### config.mk
export PLATFORM = sky130hd
export DESIGN_NAME = percent_decoder_flat
export DESIGN_NICKNAME = d
export VERILOG_FILES = /design/src/rtl/core/pctdec_pkg.sv /design/src/rtl/core/pctdec_if.sv /design/src/rtl/core/pctdec_step.sv /design/src/rtl/core/percent_decoder.sv /design/src/flat_wrapper.sv
export SDC_FILE = /design/constraint.sdc
export NUM_CORES = 1
export LEC_CHECK = 0
export BUFFER_PORTS_ARGS = -buffer_cell sky130_fd_sc_hd__buf_2
export CAP_MARGIN = 20
export CORE_ASPECT_RATIO = 2
export CORE_MARGIN = 2
export CORE_UTILIZATION = 41
export CTS_BUF_LIST = sky130_fd_sc_hd__clkbuf_4 sky130_fd_sc_hd__clkbuf_8 sky130_fd_sc_hd__clkbuf_16
export DETAILED_ROUTE_END_ITERATION = 16
export GPL_ROUTABILITY_DRIVEN = 0
export PLACE_DENSITY_LB_ADDON = 0.25
export SYNTH_ARGS = -nofsm -noshare
export SYNTH_HDL_FRONTEND = slang
export SYNTH_SLANG_ARGS = --single-unit
### constraint.sdc
create_clock -name clk -period 1.9 [get_ports clk]
set_input_delay 0.38 -clock clk [delete_from_list [all_inputs] [get_ports clk]]
set_output_delay 0.38 -clock clk [all_outputs]
set_load 0.01 [all_outputs]
### src/rtl/core/pctdec_pkg.sv
`default_nettype none

package pctdec_pkg;

    // decoder mode codes
    typedef enum logic [1:0] {
        MODE_NORMAL  = 2'd0,
        MODE_PCT     = 2'd1,
        MODE_HEX1    = 2'd2,
        MODE_SWALLOW = 2'd3
    } decode_mode_t;

    // character codes
    localparam logic [7:0] CHAR_NUL     = 8'h00;
    localparam logic [7:0] CHAR_PLUS    = 8'h2B;
    localparam logic [7:0] CHAR_PERCENT = 8'h25;
    localparam logic [7:0] CHAR_SPACE   = 8'h20;
    localparam logic [7:0] CHAR_UPPER_A = 8'h41;
    localparam logic [7:0] CHAR_LOWER_A = 8'h61;
    localparam logic [7:0] CHAR_ZERO    = 8'h30;

    // decoder state carried between transactions
    typedef struct packed {
        decode_mode_t mode;
        logic [3:0]   high_nibble;
    } dec_state_t;

    // one result transaction
    typedef struct packed {
        logic       out_valid;
        logic [7:0] out_byte;
        logic       ended;
        logic       bad_escape;
    } dec_result_t;

    // hex digit lookup
    typedef struct packed {
        logic       ok;
        logic [3:0] val;
    } nibble_t;

    function automatic nibble_t hex_nibble(input logic [7:0] c);
        nibble_t    n;
        logic [7:0] diff;
        n    = '0;
        diff = '0;
        if (c inside {[CHAR_UPPER_A : CHAR_UPPER_A + 8'd5]}) begin
            diff  = c - CHAR_UPPER_A + 8'd10;
            n.ok  = 1'b1;
            n.val = diff[3:0];
        end else if (c inside {[CHAR_LOWER_A : CHAR_LOWER_A + 8'd5]}) begin
            diff  = c - CHAR_LOWER_A + 8'd10;
            n.ok  = 1'b1;
            n.val = diff[3:0];
        end else if (c inside {[CHAR_ZERO : CHAR_ZERO + 8'd9]}) begin
            diff  = c - CHAR_ZERO;
            n.ok  = 1'b1;
            n.val = diff[3:0];
        end
        return n;
    endfunction

endpackage

`default_nettype wire

### src/rtl/core/pctdec_if.sv
`default_nettype none

// encoded byte channel
interface pctdec_enc_if;
    logic       valid;
    logic       ready;
    logic [7:0] in_byte;
    logic       last_byte;

    modport source (output valid, output in_byte, output last_byte, input ready);
    modport sink   (input valid, input in_byte, input last_byte, output ready);
endinterface

// decoded result channel
interface pctdec_dec_if;
    logic       valid;
    logic       ready;
    logic       out_valid;
    logic [7:0] out_byte;
    logic       ended;
    logic       bad_escape;

    modport source (output valid, output out_valid, output out_byte, output ended,
                    output bad_escape, input ready);
    modport sink   (input valid, input out_valid, input out_byte, input ended,
                    input bad_escape, output ready);
endinterface

`default_nettype wire

### src/rtl/core/pctdec_step.sv
`default_nettype none

module pctdec_step (
    input  var pctdec_pkg::dec_state_t  cur,
    input  wire logic [7:0]             in_byte,
    input  wire logic                   last_byte,
    output var pctdec_pkg::dec_state_t  nxt,
    output var pctdec_pkg::dec_result_t res
);

    pctdec_pkg::nibble_t nib;

    assign nib = pctdec_pkg::hex_nibble(in_byte);

    // one decode step per byte
    always_comb
    begin
        nxt = cur;
        res = '0;
        case (cur.mode)
            pctdec_pkg::MODE_NORMAL:
            begin
                if (in_byte == pctdec_pkg::CHAR_NUL) begin
                    res.ended = 1'b1;
                    nxt.mode  = pctdec_pkg::MODE_SWALLOW;
                end else if (in_byte == pctdec_pkg::CHAR_PLUS) begin
                    res.out_valid = 1'b1;
                    res.out_byte  = pctdec_pkg::CHAR_SPACE;
                end else if (in_byte == pctdec_pkg::CHAR_PERCENT) begin
                    nxt.mode = pctdec_pkg::MODE_PCT;
                end else begin
                    res.out_valid = 1'b1;
                    res.out_byte  = in_byte;
                end
            end
            pctdec_pkg::MODE_PCT:
            begin
                // on the last byte the escape is cut short, no error
                if (!last_byte) begin
                    if (nib.ok) begin
                        nxt.high_nibble = nib.val;
                        nxt.mode        = pctdec_pkg::MODE_HEX1;
                    end else begin
                        res.ended      = 1'b1;
                        res.bad_escape = 1'b1;
                        nxt.mode       = pctdec_pkg::MODE_SWALLOW;
                    end
                end
            end
            pctdec_pkg::MODE_HEX1:
            begin
                if (nib.ok) begin
                    res.out_valid = 1'b1;
                    res.out_byte  = {cur.high_nibble, nib.val};
                    nxt.mode      = pctdec_pkg::MODE_NORMAL;
                end else begin
                    res.ended      = 1'b1;
                    res.bad_escape = 1'b1;
                    nxt.mode       = pctdec_pkg::MODE_SWALLOW;
                end
            end
            default:
            begin
                // swallowing until the last byte
            end
        endcase

        // last byte ends any live decode and restarts
        if (last_byte) begin
            if (cur.mode != pctdec_pkg::MODE_SWALLOW) begin
                res.ended = 1'b1;
            end
            nxt.mode        = pctdec_pkg::MODE_NORMAL;
            nxt.high_nibble = '0;
        end
    end

endmodule

`default_nettype wire

### src/rtl/core/percent_decoder.sv
// percent_decoder: streaming form-urlencoded decoder, one byte per transaction.
// enc channel: one raw byte (in_byte) and last_byte marking the buffer's end.
// dec channel: exactly one result per accepted byte: out_valid/out_byte carry
// a decoded byte, ended flags the byte that ends decoding (zero byte,
// truncated escape, bad escape or last byte), bad_escape flags a non-hex
// digit after a percent. After decoding ends, bytes give empty results until
// the last byte, which returns the decoder to its start state.
// The result is registered and appears in the cycle after the byte is accepted.
// Throughput: one byte per cycle unless stalled; the mode and nibble registers
// are updated by a single short decode step, so bytes may follow back to back.
// A single result register sits between the channels; enc.ready is high
// whenever that register is empty or being drained in the same cycle.
// When the receiver stalls, the result holds and enc.ready falls until the
// result is taken; no transaction is lost or repeated.
// Reset (rst_n low, asynchronous) empties the result register and returns
// the decoder to normal mode with a cleared high nibble.
`default_nettype none

module percent_decoder (
    input  wire logic         clk,
    input  wire logic         rst_n,
    pctdec_enc_if.sink        enc,
    pctdec_dec_if.source      dec
);

    pctdec_pkg::dec_state_t  state_reg;
    pctdec_pkg::dec_state_t  state_next;
    pctdec_pkg::dec_result_t res_reg;
    pctdec_pkg::dec_result_t res_next;
    logic                    valid_reg;
    logic                    accept;

    // handshake
    assign enc.ready = !valid_reg || dec.ready;
    assign accept    = enc.valid && enc.ready;

    pctdec_step u_step (
        .cur       (state_reg),
        .in_byte   (enc.in_byte),
        .last_byte (enc.last_byte),
        .nxt       (state_next),
        .res       (res_next)
    );

    // decoder state and result valid
    always_ff @(posedge clk or negedge rst_n)
    begin
        if (!rst_n) begin
            state_reg.mode        <= pctdec_pkg::MODE_NORMAL;
            state_reg.high_nibble <= '0;
            valid_reg             <= 1'b0;
        end else begin
            if (accept) begin
                state_reg <= state_next;
                valid_reg <= 1'b1;
            end else if (dec.ready) begin
                valid_reg <= 1'b0;
            end
        end
    end

    // result payload
    always_ff @(posedge clk)
    begin
        if (accept) begin
            res_reg <= res_next;
        end
    end

    assign dec.valid      = valid_reg;
    assign dec.out_valid  = res_reg.out_valid;
    assign dec.out_byte   = res_reg.out_byte;
    assign dec.ended      = res_reg.ended;
    assign dec.bad_escape = res_reg.bad_escape;

endmodule

`default_nettype wire

### src/flat_wrapper.sv
// flat-port wrapper written by rule: the top's interface ports become plain ports
module percent_decoder_flat 
  (clk, rst_n, enc_valid, enc_in_byte, enc_last_byte, enc_ready, dec_valid, dec_out_valid, dec_out_byte, dec_ended, dec_bad_escape, dec_ready);
  pctdec_enc_if enc_i ();
  pctdec_dec_if dec_i ();
  input  wire logic clk;
  input  wire logic rst_n;
  input wire logic [$bits(enc_i.valid)-1:0] enc_valid;
  input wire logic [$bits(enc_i.in_byte)-1:0] enc_in_byte;
  input wire logic [$bits(enc_i.last_byte)-1:0] enc_last_byte;
  output wire logic [$bits(enc_i.ready)-1:0] enc_ready;
  output wire logic [$bits(dec_i.valid)-1:0] dec_valid;
  output wire logic [$bits(dec_i.out_valid)-1:0] dec_out_valid;
  output wire logic [$bits(dec_i.out_byte)-1:0] dec_out_byte;
  output wire logic [$bits(dec_i.ended)-1:0] dec_ended;
  output wire logic [$bits(dec_i.bad_escape)-1:0] dec_bad_escape;
  input wire logic [$bits(dec_i.ready)-1:0] dec_ready;
  assign enc_i.valid = enc_valid;
  assign enc_i.in_byte = enc_in_byte;
  assign enc_i.last_byte = enc_last_byte;
  assign enc_ready = enc_i.ready;
  assign dec_valid = dec_i.valid;
  assign dec_out_valid = dec_i.out_valid;
  assign dec_out_byte = dec_i.out_byte;
  assign dec_ended = dec_i.ended;
  assign dec_bad_escape = dec_i.bad_escape;
  assign dec_i.ready = dec_ready;
  percent_decoder u_core (.clk(clk), .rst_n(rst_n), .enc(enc_i), .dec(dec_i));
endmodule
==> results of run 1 <==
## cell type report
type	instances	share of cell area, %
Clock buffer	3	2.53
Tap cell	29	2.23
Multi-Input combinational cell	91	40.9
Clock inverter	1	0.230
Sequential cell	18	31.0
Timing Repair Buffer	50	19.9
Inverter	9	3.15
## power groups by stage
stage	Clock, mW	Combinational, mW	Sequential (mW)
finish	0.259	0.640	0.601
CTS	0.262	0.634	0.601
detailed placement	0	0.632	0.606
global placement	0	0.613	0.603
global route	0.279	0.695	0.612
floorplan	0	0.399	0.611
## logic make-up after synthesis
family          synth area share [%]
simple gates                    21.3
compound gates                  19.9
flops                           42.2
buf+inv                         5.32
fa+ha+maj                       9.39
mux                             1.88
## what timing repair did
item | CTS | global route
gates resized for setup | 0 | 5
setup endpoints to repair | 0 | 6
hold endpoints to repair | 7 | 0
hold buffers | 1 | 0
## worst register-to-register path, cell delays in order, from the launching register on
cell and delay [ns]:
dfrtp_1 0.42, inv_1 0.13, ha_1 0.35, nor3_1 0.11, a21oi_1 0.28, nor3_1 0.08, a311o_1 0.28
## layer usage
metal / share of wire (%) / up-vias
li1: - / 549
met1: 34 / 521
met2: 58 / 46
met3: 4.6 / 10
met4: 3.5 / 0
met5: 0 / -
## Yosys cell counts (all sizes together), types with 2 or more instances
cell type and n:
a21oi 5, a22o 4, a22oi 3, a31oi 2, a32oi 2, and2 4
and3 2, buf 2, clkbuf 2, dfrtp 7, edfxtp 11, ha 9
inv 9, mux2 2, nand2 13, nand2b 2, nand3 5, nor2 6
nor3 5, nor3b 2, o21ai 9, o22ai 2, o311ai 2, or2 3
## worst paths after layout
check,slack (ns),cells past startpoint,endpoint
max,0.05,8,u_core.dec.out_valid$_DFFE_PP_
min,0.35,2,u_core.dec.valid$_DFFE_PN0P_
max reg2reg,0.13,6,u_core.state_reg[4]$_DFFE_PN0P_
min reg2reg,0.52,2,u_core.state_reg[3]$_DFFE_PN0P_
max in group asynchronous,1.26,2,u_core.state_reg[0]$_DFFE_PN0P_
min in group asynchronous,0.49,2,u_core.state_reg[5]$_DFFE_PN0P_
==> flow_metrics.py, run 1 <==
metrics = {
    "outcome": {
        "outcome": "complete, no violations",
    },
    "timing": {
        "hold_viol": 0,
        "setup_viol": 0,
        "timing.final.ws_setup_ns": 0.0452,
        "rsz0062_at_grt": "no",
        "maxSlewHeadroom_pct": 78.9,
        "fin_worst_skew_ns": 0.00164,
        "whs_ns": 0.349,
        "post-route-period-util_pct": 97.6,
        "fin_crit_ns": 1.85,
        "drv_slew": 0,
        "worstMarginPinSlew_ns": 0.312,
        "timing.fmax_mhz": 539,
        "fin_setup_tns_ns": 0,
    },
    "power": {
        "p_sw_mw": 0.547,
        "seq_power_share_pct": 40.0,
        "powerDensity_nw_per_um2": 921,
        "peakVddDrop_uv": 486,
        "cellLeakagePower_nw": 0.715,
        "internal_power_mw": 0.953,
        "clkPwrFrac_pct": 17.3,
        "swShare_pct": 36.5,
        "power_frac_comb_pct": 42.7,
        "finalPower_mw": 1.50,
    },
    "global_routing": {
        "grt_usage_pct": 19.0,
        "met1_usage_pct": 17.3,
        "grt_pass1_vias": 1144,
        "use_met3_pct": 2.92,
        "grt_pass1_wl_mm": 4.95,
        "use_met2_pct": 38.3,
        "top_usage_layer": "met2",
        "overflow": 0,
        "antenna_found_initial": 0,
        "grt_max_degree": 15,
    },
    "detailed_routing": {
        "drtIter0Drc": 62,
        "via_count": 1126,
        "drtAntennaViolNets": 0,
        "totalWireLength_mm": 3.01,
        "drt-pass1-iter-count": 4,
        "wl_per_cell_um": 15.0,
        "drc": 0,
        "routed_via_density": 5.60,
    },
    "worst_setup_path": {
        "cp-end-kind": "flop",
        "cp.required_ns": 1.90,
        "arrival_ns": 1.85,
        "critPathLaunch": "enc_in_byte[1]",
        "worst-path-buf-inv": 2,
        "critPathLaunchType": "input pin",
        "slowest_stage": "or3b_1",
        "crit_chain": "buf_4, inv_12, ha_4, or3b_1, o311a_4, or2_4, and2_4, or2_1",
        "r2r_start": "u_core.state_reg[4]$_DFFE_PN0P_",
        "max_stage_delay_ns": 0.36,
        "cpLargestDelayFamily": "simple AND/OR/NAND/NOR gates",
        "cp_max_fo": 4,
        "worstSetupPathType": "in -> reg",
    },
    "yosys": {
        "synth_area_um2": 1200,
        "ys_seq_elements": 18,
        "yosys-top-cells-area": "edfxtp_1 28%, dfrtp_1 15%, ha_1 9.4%",
        "synth-seq-area-share_pct": 42.2,
        "synth-async-reset-ratio_pct": 38.9,
        "synth_ff_type": "edfxtp_1",
        "synth_nets": 144,
        "synth.avg_cell_area_um2": 9.83,
        "yosysUniqueCellTypes": 39,
        "syn_inst": 122,
        "yosys.area.top_type": "edfxtp_1",
        "synth_edf_count": 11,
        "ys_warn_count": 0,
        "synth_top_area_share_pct": 27.6,
    },
    "cells_and_area": {
        "antenna_cells": 0,
        "final_common_cell": "buf_4",
        "seq_area_um2": 505,
        "areaGrowthSynthToFinish_pct": 35.9,
        "utilization_pct": 58.8,
        "final_nets": 195,
        "drive_gt1_share_pct": 38.4,
        "layout_common_cells": "25 x buf_4, 23 x buf_2, 13 x nand2_1, 11 x edfxtp_1",
        "n_fill_cell": 237,
        "design_area_um2": 1630,
        "multi_input_area_um2": 667,
        "largest_reg_flops": 8,
        "stdcell_count": 201,
    },
    "placed_design": {
        "pre_cts_ws_ns": -0.247,
        "placed_cell_area_um2": 1570,
        "io_buffers": 25,
        "dp.final_hpwl_mm": 2.57,
        "dp_cells": 196,
    },
    "floorplanning": {
        "start_util_pct": 43.3,
        "dieArea_um2": 3400,
        "die_width_um": 42.2,
        "die_h_um": 80.5,
        "core-area_um2": 2770,
        "ios": 26,
        "fp-row-count": 27,
    },
    "cts": {
        "cts_htree_levels": 1,
        "cts_sinks": 18,
        "cts_buffer_depth": 2,
        "cts_made_buffers": 3,
        "cts_setup_buffers": 0,
        "cts.clk_slew.worst_paths_ns": 0.06,
        "clock_latency_ns": 0.24,
        "root_buffer": "clkbuf_8",
        "cts_tree": "done",
    },
    "worst_hold_path": {
        "hold_class": "in -> reg",
        "min-delay-start": "enc_valid",
    },
    "job": {
        "cap_viol_max_count": 0,
    },
}
Note: power is estimated with default switching activity, not from simulation.
==> run 2: changes to the inputs <==
- BUFFER_PORTS_ARGS: -buffer_cell sky130_fd_sc_hd__buf_2 -> unset
- CORE_ASPECT_RATIO: 2 -> unset
- DONT_BUFFER_PORTS: unset -> 1
==> flow_metrics.py, run 2 (synthesized netlist as in run 1, its figures left out) <==
metrics = {
    "cts": {
        "cts_made_buffers": 3,
        "cts_buffer_depth": 2,
        "cts_tree": "done",
        "cts_setup_buffers": 0,
        "root_buffer": "clkbuf_4",
        "cts_sinks": 18,
        "cts.clk_slew.worst_paths_ns": 0.11,
        "cts_htree_levels": 1,
        "clock_latency_ns": 0.29,
    },
    "detailed_routing": {
        "drt-pass1-iter-count": 4,
        "totalWireLength_mm": 2.61,
        "drc": 0,
        "wl_per_cell_um": 15.9,
        "drtAntennaViolNets": 0,
        "via_count": 974,
        "routed_via_density": 5.94,
        "drtIter0Drc": 21,
    },
    "global_routing": {
        "grt_pass1_wl_mm": 4.33,
        "antenna_found_initial": 0,
        "overflow": 0,
        "grt_max_degree": 13,
        "grt_pass1_vias": 950,
        "grt_usage_pct": 16.8,
    },
    "placed_design": {
        "dp_cells": 159,
        "io_buffers": 0,
        "dp.final_hpwl_mm": 2.09,
        "pre_cts_ws_ns": -0.0634,
        "placed_cell_area_um2": 1340,
    },
    "timing": {
        "post-route-period-util_pct": 89.2,
        "timing.final.ws_setup_ns": 0.205,
        "hold_viol": 0,
        "fin_crit_ns": 1.69,
        "worstMarginPinSlew_ns": 0.427,
        "fin_setup_tns_ns": 0,
        "setup_viol": 0,
        "fin_worst_skew_ns": 0.0114,
        "drv_slew": 0,
        "maxSlewHeadroom_pct": 71.3,
        "rsz0062_at_grt": "no",
        "timing.fmax_mhz": 590,
    },
    "floorplanning": {
        "die_h_um": 58.1,
        "ios": 26,
        "core-area_um2": 2760,
        "dieArea_um2": 3370,
        "fp-row-count": 19,
        "die_width_um": 58.1,
        "start_util_pct": 43.5,
    },
    "worst_setup_path": {
        "worst-path-buf-inv": 2,
        "cp_max_fo": 6,
        "slowest_stage": "dfrtp_1",
        "arrival_ns": 1.75,
        "critPathLaunchType": "flop",
        "worstSetupPathType": "reg -> reg",
        "crit_chain": "inv_1, ha_1, buf_4, nor2_1, nor3_1, a31oi_1, o22ai_1",
        "cpLargestDelayFamily": "flip-flops",
        "rr_worst_depth": 7,
        "max_stage_delay_ns": 0.41,
        "cp-end-kind": "flop",
        "cp.required_ns": 1.95,
        "crit_cells": 7,
    },
    "cells_and_area": {
        "design_area_um2": 1390,
        "stdcell_count": 164,
        "largest_reg_flops": 8,
        "drive_gt1_share_pct": 21.8,
        "final_common_cell": "nand2_1",
        "layout_common_cells": "13 x nand2_1, 11 x edfxtp_1, 10 x buf_4",
        "areaGrowthSynthToFinish_pct": 15.7,
        "n_fill_cell": 253,
        "utilization_pct": 50.3,
        "antenna_cells": 0,
        "final_nets": 156,
    },
    "worst_hold_path": {
        "hold_class": "in -> reg",
        "whs_path_depth": 1,
    },
    "outcome": {
        "outcome": "complete, no violations",
    },
    "power": {
        "powerDensity_nw_per_um2": 1000,
        "peakVddDrop_uv": 895,
        "cellLeakagePower_nw": 0.541,
    },
    "job": {
        "cap_viol_max_count": 0,
    },
}
==> run 2: changes by cell type in the layout (fill, tap and decap cells not counted), moves of 2 or more <==
cell / delta
buf_2: -23
buf_4: -15
clkbuf_4: +3
clkbuf_8: -2
==> run 2: power breakdown <==
group / total (mW) / internal (mW) / switching [mW]
sequential: 0.624 / 0.536 / 0.0873
clock: 0.235 / 0.117 / 0.118
combinational: 0.535 / 0.234 / 0.301
==> run 2: what timing repair did <==
item                       4_1_cts  5_1_grt
resized for setup                0        1
hold buffers                     1        0
setup endpoints to repair        0        1
hold endpoints to repair         7        0
==> run 2: metal layers <==
metal | wire length [um] | GRT usage (%)
met5 | 0 | 0
met3 | 105 | 4.69
met1 | 1140 | 19.8
met4 | 44 | 5.65
met2 | 1320 | 29.2
==> run 2: final cells by class <==
cell class	instances	area, um2	area share, %
clock buffer	4	36.3	2.62
inverter	9	51.3	3.70
multi-input combinational	91	669	48.3
sequential	18	505	36.5
tap	31	38.8	2.80
timing repair buffer	11	85.1	6.14
==> run 2: worst register-to-register path, stage by stage (launching register included) <==
cell,delay (ns)
dfrtp_1,0.41
inv_1,0.11
ha_1,0.28
buf_4,0.18
nor2_1,0.12
nor3_1,0.07
a31oi_1,0.18
o22ai_1,0.10
==> run 2: per-stage QoR <==
step           hold WS (ns)  power (mW)
2_1_floorplan        0.0844        1.01
3_3_place_gp         0.0846        1.14
4_1_cts               0.165        1.38
5_1_grt               0.164        1.49
3_5_place_dp         0.0846        1.15
6_report              0.164        1.39
==> run 2: path summary, 6_finish.rpt <==
check / start / endpoint / slack, ns
worst min register to register: u_core.state_reg[1]$_DFFE_PN0P_ / u_core.state_reg[1]$_DFFE_PN0P_ / 0.55
max in group asynchronous: rst_n / u_core.state_reg[5]$_DFFE_PN0P_ / 1.25
min in group asynchronous: rst_n / u_core.dec.valid$_DFFE_PN0P_ / 0.41
worst max-delay path: u_core.state_reg[4]$_DFFE_PN0P_ / u_core.dec.ended$_DFFE_PP_ / 0.21
worst min-delay path: enc_last_byte / u_core.state_reg[0]$_DFFE_PN0P_ / 0.16
worst max register to register: u_core.state_reg[4]$_DFFE_PN0P_ / u_core.dec.ended$_DFFE_PP_ / 0.21
==> run 3: changes to the inputs <==
- CORE_ASPECT_RATIO: unset -> 1.5
- CORE_UTILIZATION: 41 -> 40
- clock period: 1.9 -> 1.84 ns (I/O delays scaled with it)
==> flow_metrics.py, run 3 (synthesized netlist as in run 1, its figures left out) <==
metrics = {
    "worst_setup_path": {
        "worstSetupPathType": "reg -> reg",
        "critPathLaunchType": "flop",
        "arrival_ns": 1.83,
        "rr_worst_depth": 6,
        "crit_chain": "inv_1, ha_2, nor3_1, a21oi_1, nor3_1, a311o_1",
        "cp_common_cell": "nor3_1",
        "cp_max_fo": 8,
        "cp.required_ns": 1.97,
        "max_stage_delay_ns": 0.44,
        "slowest_stage": "dfrtp_1",
        "cp-end-kind": "flop",
    },
    "placed_design": {
        "placed_cell_area_um2": 1360,
        "pre_cts_ws_ns": -0.0771,
        "dp_cells": 169,
        "dp.final_hpwl_mm": 2.15,
        "io_buffers": 0,
    },
    "cts": {
        "cts_setup_buffers": 0,
        "cts_tree": "done",
        "root_buffer": "clkbuf_8",
        "cts_sinks": 18,
        "cts_buffer_depth": 2,
        "cts_made_buffers": 3,
        "cts.clk_slew.worst_paths_ns": 0.06,
        "cts_htree_levels": 1,
        "clock_latency_ns": 0.25,
    },
    "outcome": {
        "outcome": "complete, no violations",
    },
    "power": {
        "powerDensity_nw_per_um2": 1050,
        "peakVddDrop_uv": 469,
        "finalPower_mw": 1.50,
        "cellLeakagePower_nw": 0.552,
    },
    "detailed_routing": {
        "totalWireLength_mm": 2.69,
        "routed_via_density": 5.57,
        "wl_per_cell_um": 15.5,
        "drc": 0,
        "drtAntennaViolNets": 0,
        "drt-pass1-iter-count": 4,
        "drtIter0Drc": 31,
        "via_count": 970,
    },
    "timing": {
        "maxSlewHeadroom_pct": 73.8,
        "setup_viol": 0,
        "post-route-period-util_pct": 92.1,
        "timing.final.ws_setup_ns": 0.145,
        "hold_viol": 0,
        "timing.fmax_mhz": 590,
        "fin_worst_skew_ns": 0.00305,
        "drv_slew": 0,
        "fin_crit_ns": 1.69,
        "worstMarginPinSlew_ns": 0.390,
    },
    "global_routing": {
        "grt_pass1_vias": 1003,
        "grt_pass1_wl_mm": 4.49,
        "met1_usage_pct": 18.5,
        "grt_max_degree": 13,
        "overflow": 0,
        "grt_usage_pct": 16.6,
        "use_met3_pct": 3.59,
        "top_usage_layer": "met2",
        "antenna_found_initial": 0,
        "use_met2_pct": 29.7,
    },
    "cells_and_area": {
        "final_nets": 158,
        "stdcell_count": 174,
        "design_area_um2": 1420,
        "drive_gt1_share_pct": 23.0,
        "final_common_cell": "nand2_1",
        "areaGrowthSynthToFinish_pct": 18.7,
        "largest_reg_flops": 8,
        "utilization_pct": 49.3,
        "layout_common_cells": "13 x nand2_1, 12 x buf_4, 11 x edfxtp_1",
        "antenna_cells": 0,
    },
    "floorplanning": {
        "fp-row-count": 24,
        "core-area_um2": 2880,
        "ios": 26,
        "die_h_um": 71.0,
        "start_util_pct": 41.6,
        "dieArea_um2": 3460,
        "die_width_um": 48.7,
    },
    "worst_hold_path": {
        "whs_path_depth": 1,
        "hold_class": "in -> reg",
    },
    "job": {
        "cap_viol_max_count": 0,
    },
}
[run 3: cell type report]
type	instances	area, um2
Multi-Input combinational cell	91	672
Sequential cell	18	505
Timing Repair Buffer	13	100
Fill cell	303	1460
Tap cell	39	48.8
Clock buffer	3	41.3
Inverter	9	51.3
Clock inverter	1	3.75
[run 3: per-stage QoR]
step           hold slack [ns]  TNS [ns]
2_1_floorplan           0.0724    -0.170
3_3_place_gp            0.0726    -0.378
3_5_place_dp            0.0726    -0.450
4_1_cts                  0.218         0
5_1_grt                  0.212  -0.00104
6_report                 0.222         0
[run 3: metal layers]
layer / share of wire [%] / vias to the layer above
li1: - / 476
met1: 40 / 452
met2: 52 / 36
met3: 4.7 / 6
met4: 2.4 / 0
met5: 0 / -
[run 3: report_power, final]
group / internal, mW / switching (mW) / total (mW) / leakage [nW]
clock network: 0.148 / 0.120 / 0.268 / 0.0231
registers: 0.555 / 0.0947 / 0.650 / 0.194
logic: 0.260 / 0.321 / 0.581 / 0.335
total: 0.963 / 0.536 / 1.50 / 0.552
[run 3: critical path, delay by kind of cell (launching register included)]
family,cells,cell delay [ns]
flip-flops,1,0.44
buffers and inverters,1,0.13
AND/OR/NAND/NOR,2,0.17
AO/OA/AOI/OAI,2,0.55
adder cells (fa/ha/maj),1,0.28
[run 3: what timing repair did]
item,in CTS,in global routing
hold buffers,1,0
gates resized for setup,0,2
setup endpoints to repair,0,3
hold endpoints to repair,7,0
[run 3: final timing paths]
| kind | slack, ns | startpoint | endpoint |
|---|---|---|---|
| max | 0.15 | u_core.state_reg[5]$_DFFE_PN0P_ | u_core.state_reg[4]$_DFFE_PN0P_ |
| min | 0.22 | enc_last_byte | u_core.state_reg[0]$_DFFE_PN0P_ |
| max reg2reg | 0.15 | u_core.state_reg[5]$_DFFE_PN0P_ | u_core.state_reg[4]$_DFFE_PN0P_ |
| min reg2reg | 0.53 | u_core.state_reg[3]$_DFFE_PN0P_ | u_core.state_reg[3]$_DFFE_PN0P_ |
| max in group asynchronous | 1.14 | rst_n | u_core.state_reg[2]$_DFFE_PN0P_ |
| min in group asynchronous | 0.45 | rst_n | u_core.state_reg[4]$_DFFE_PN0P_ |
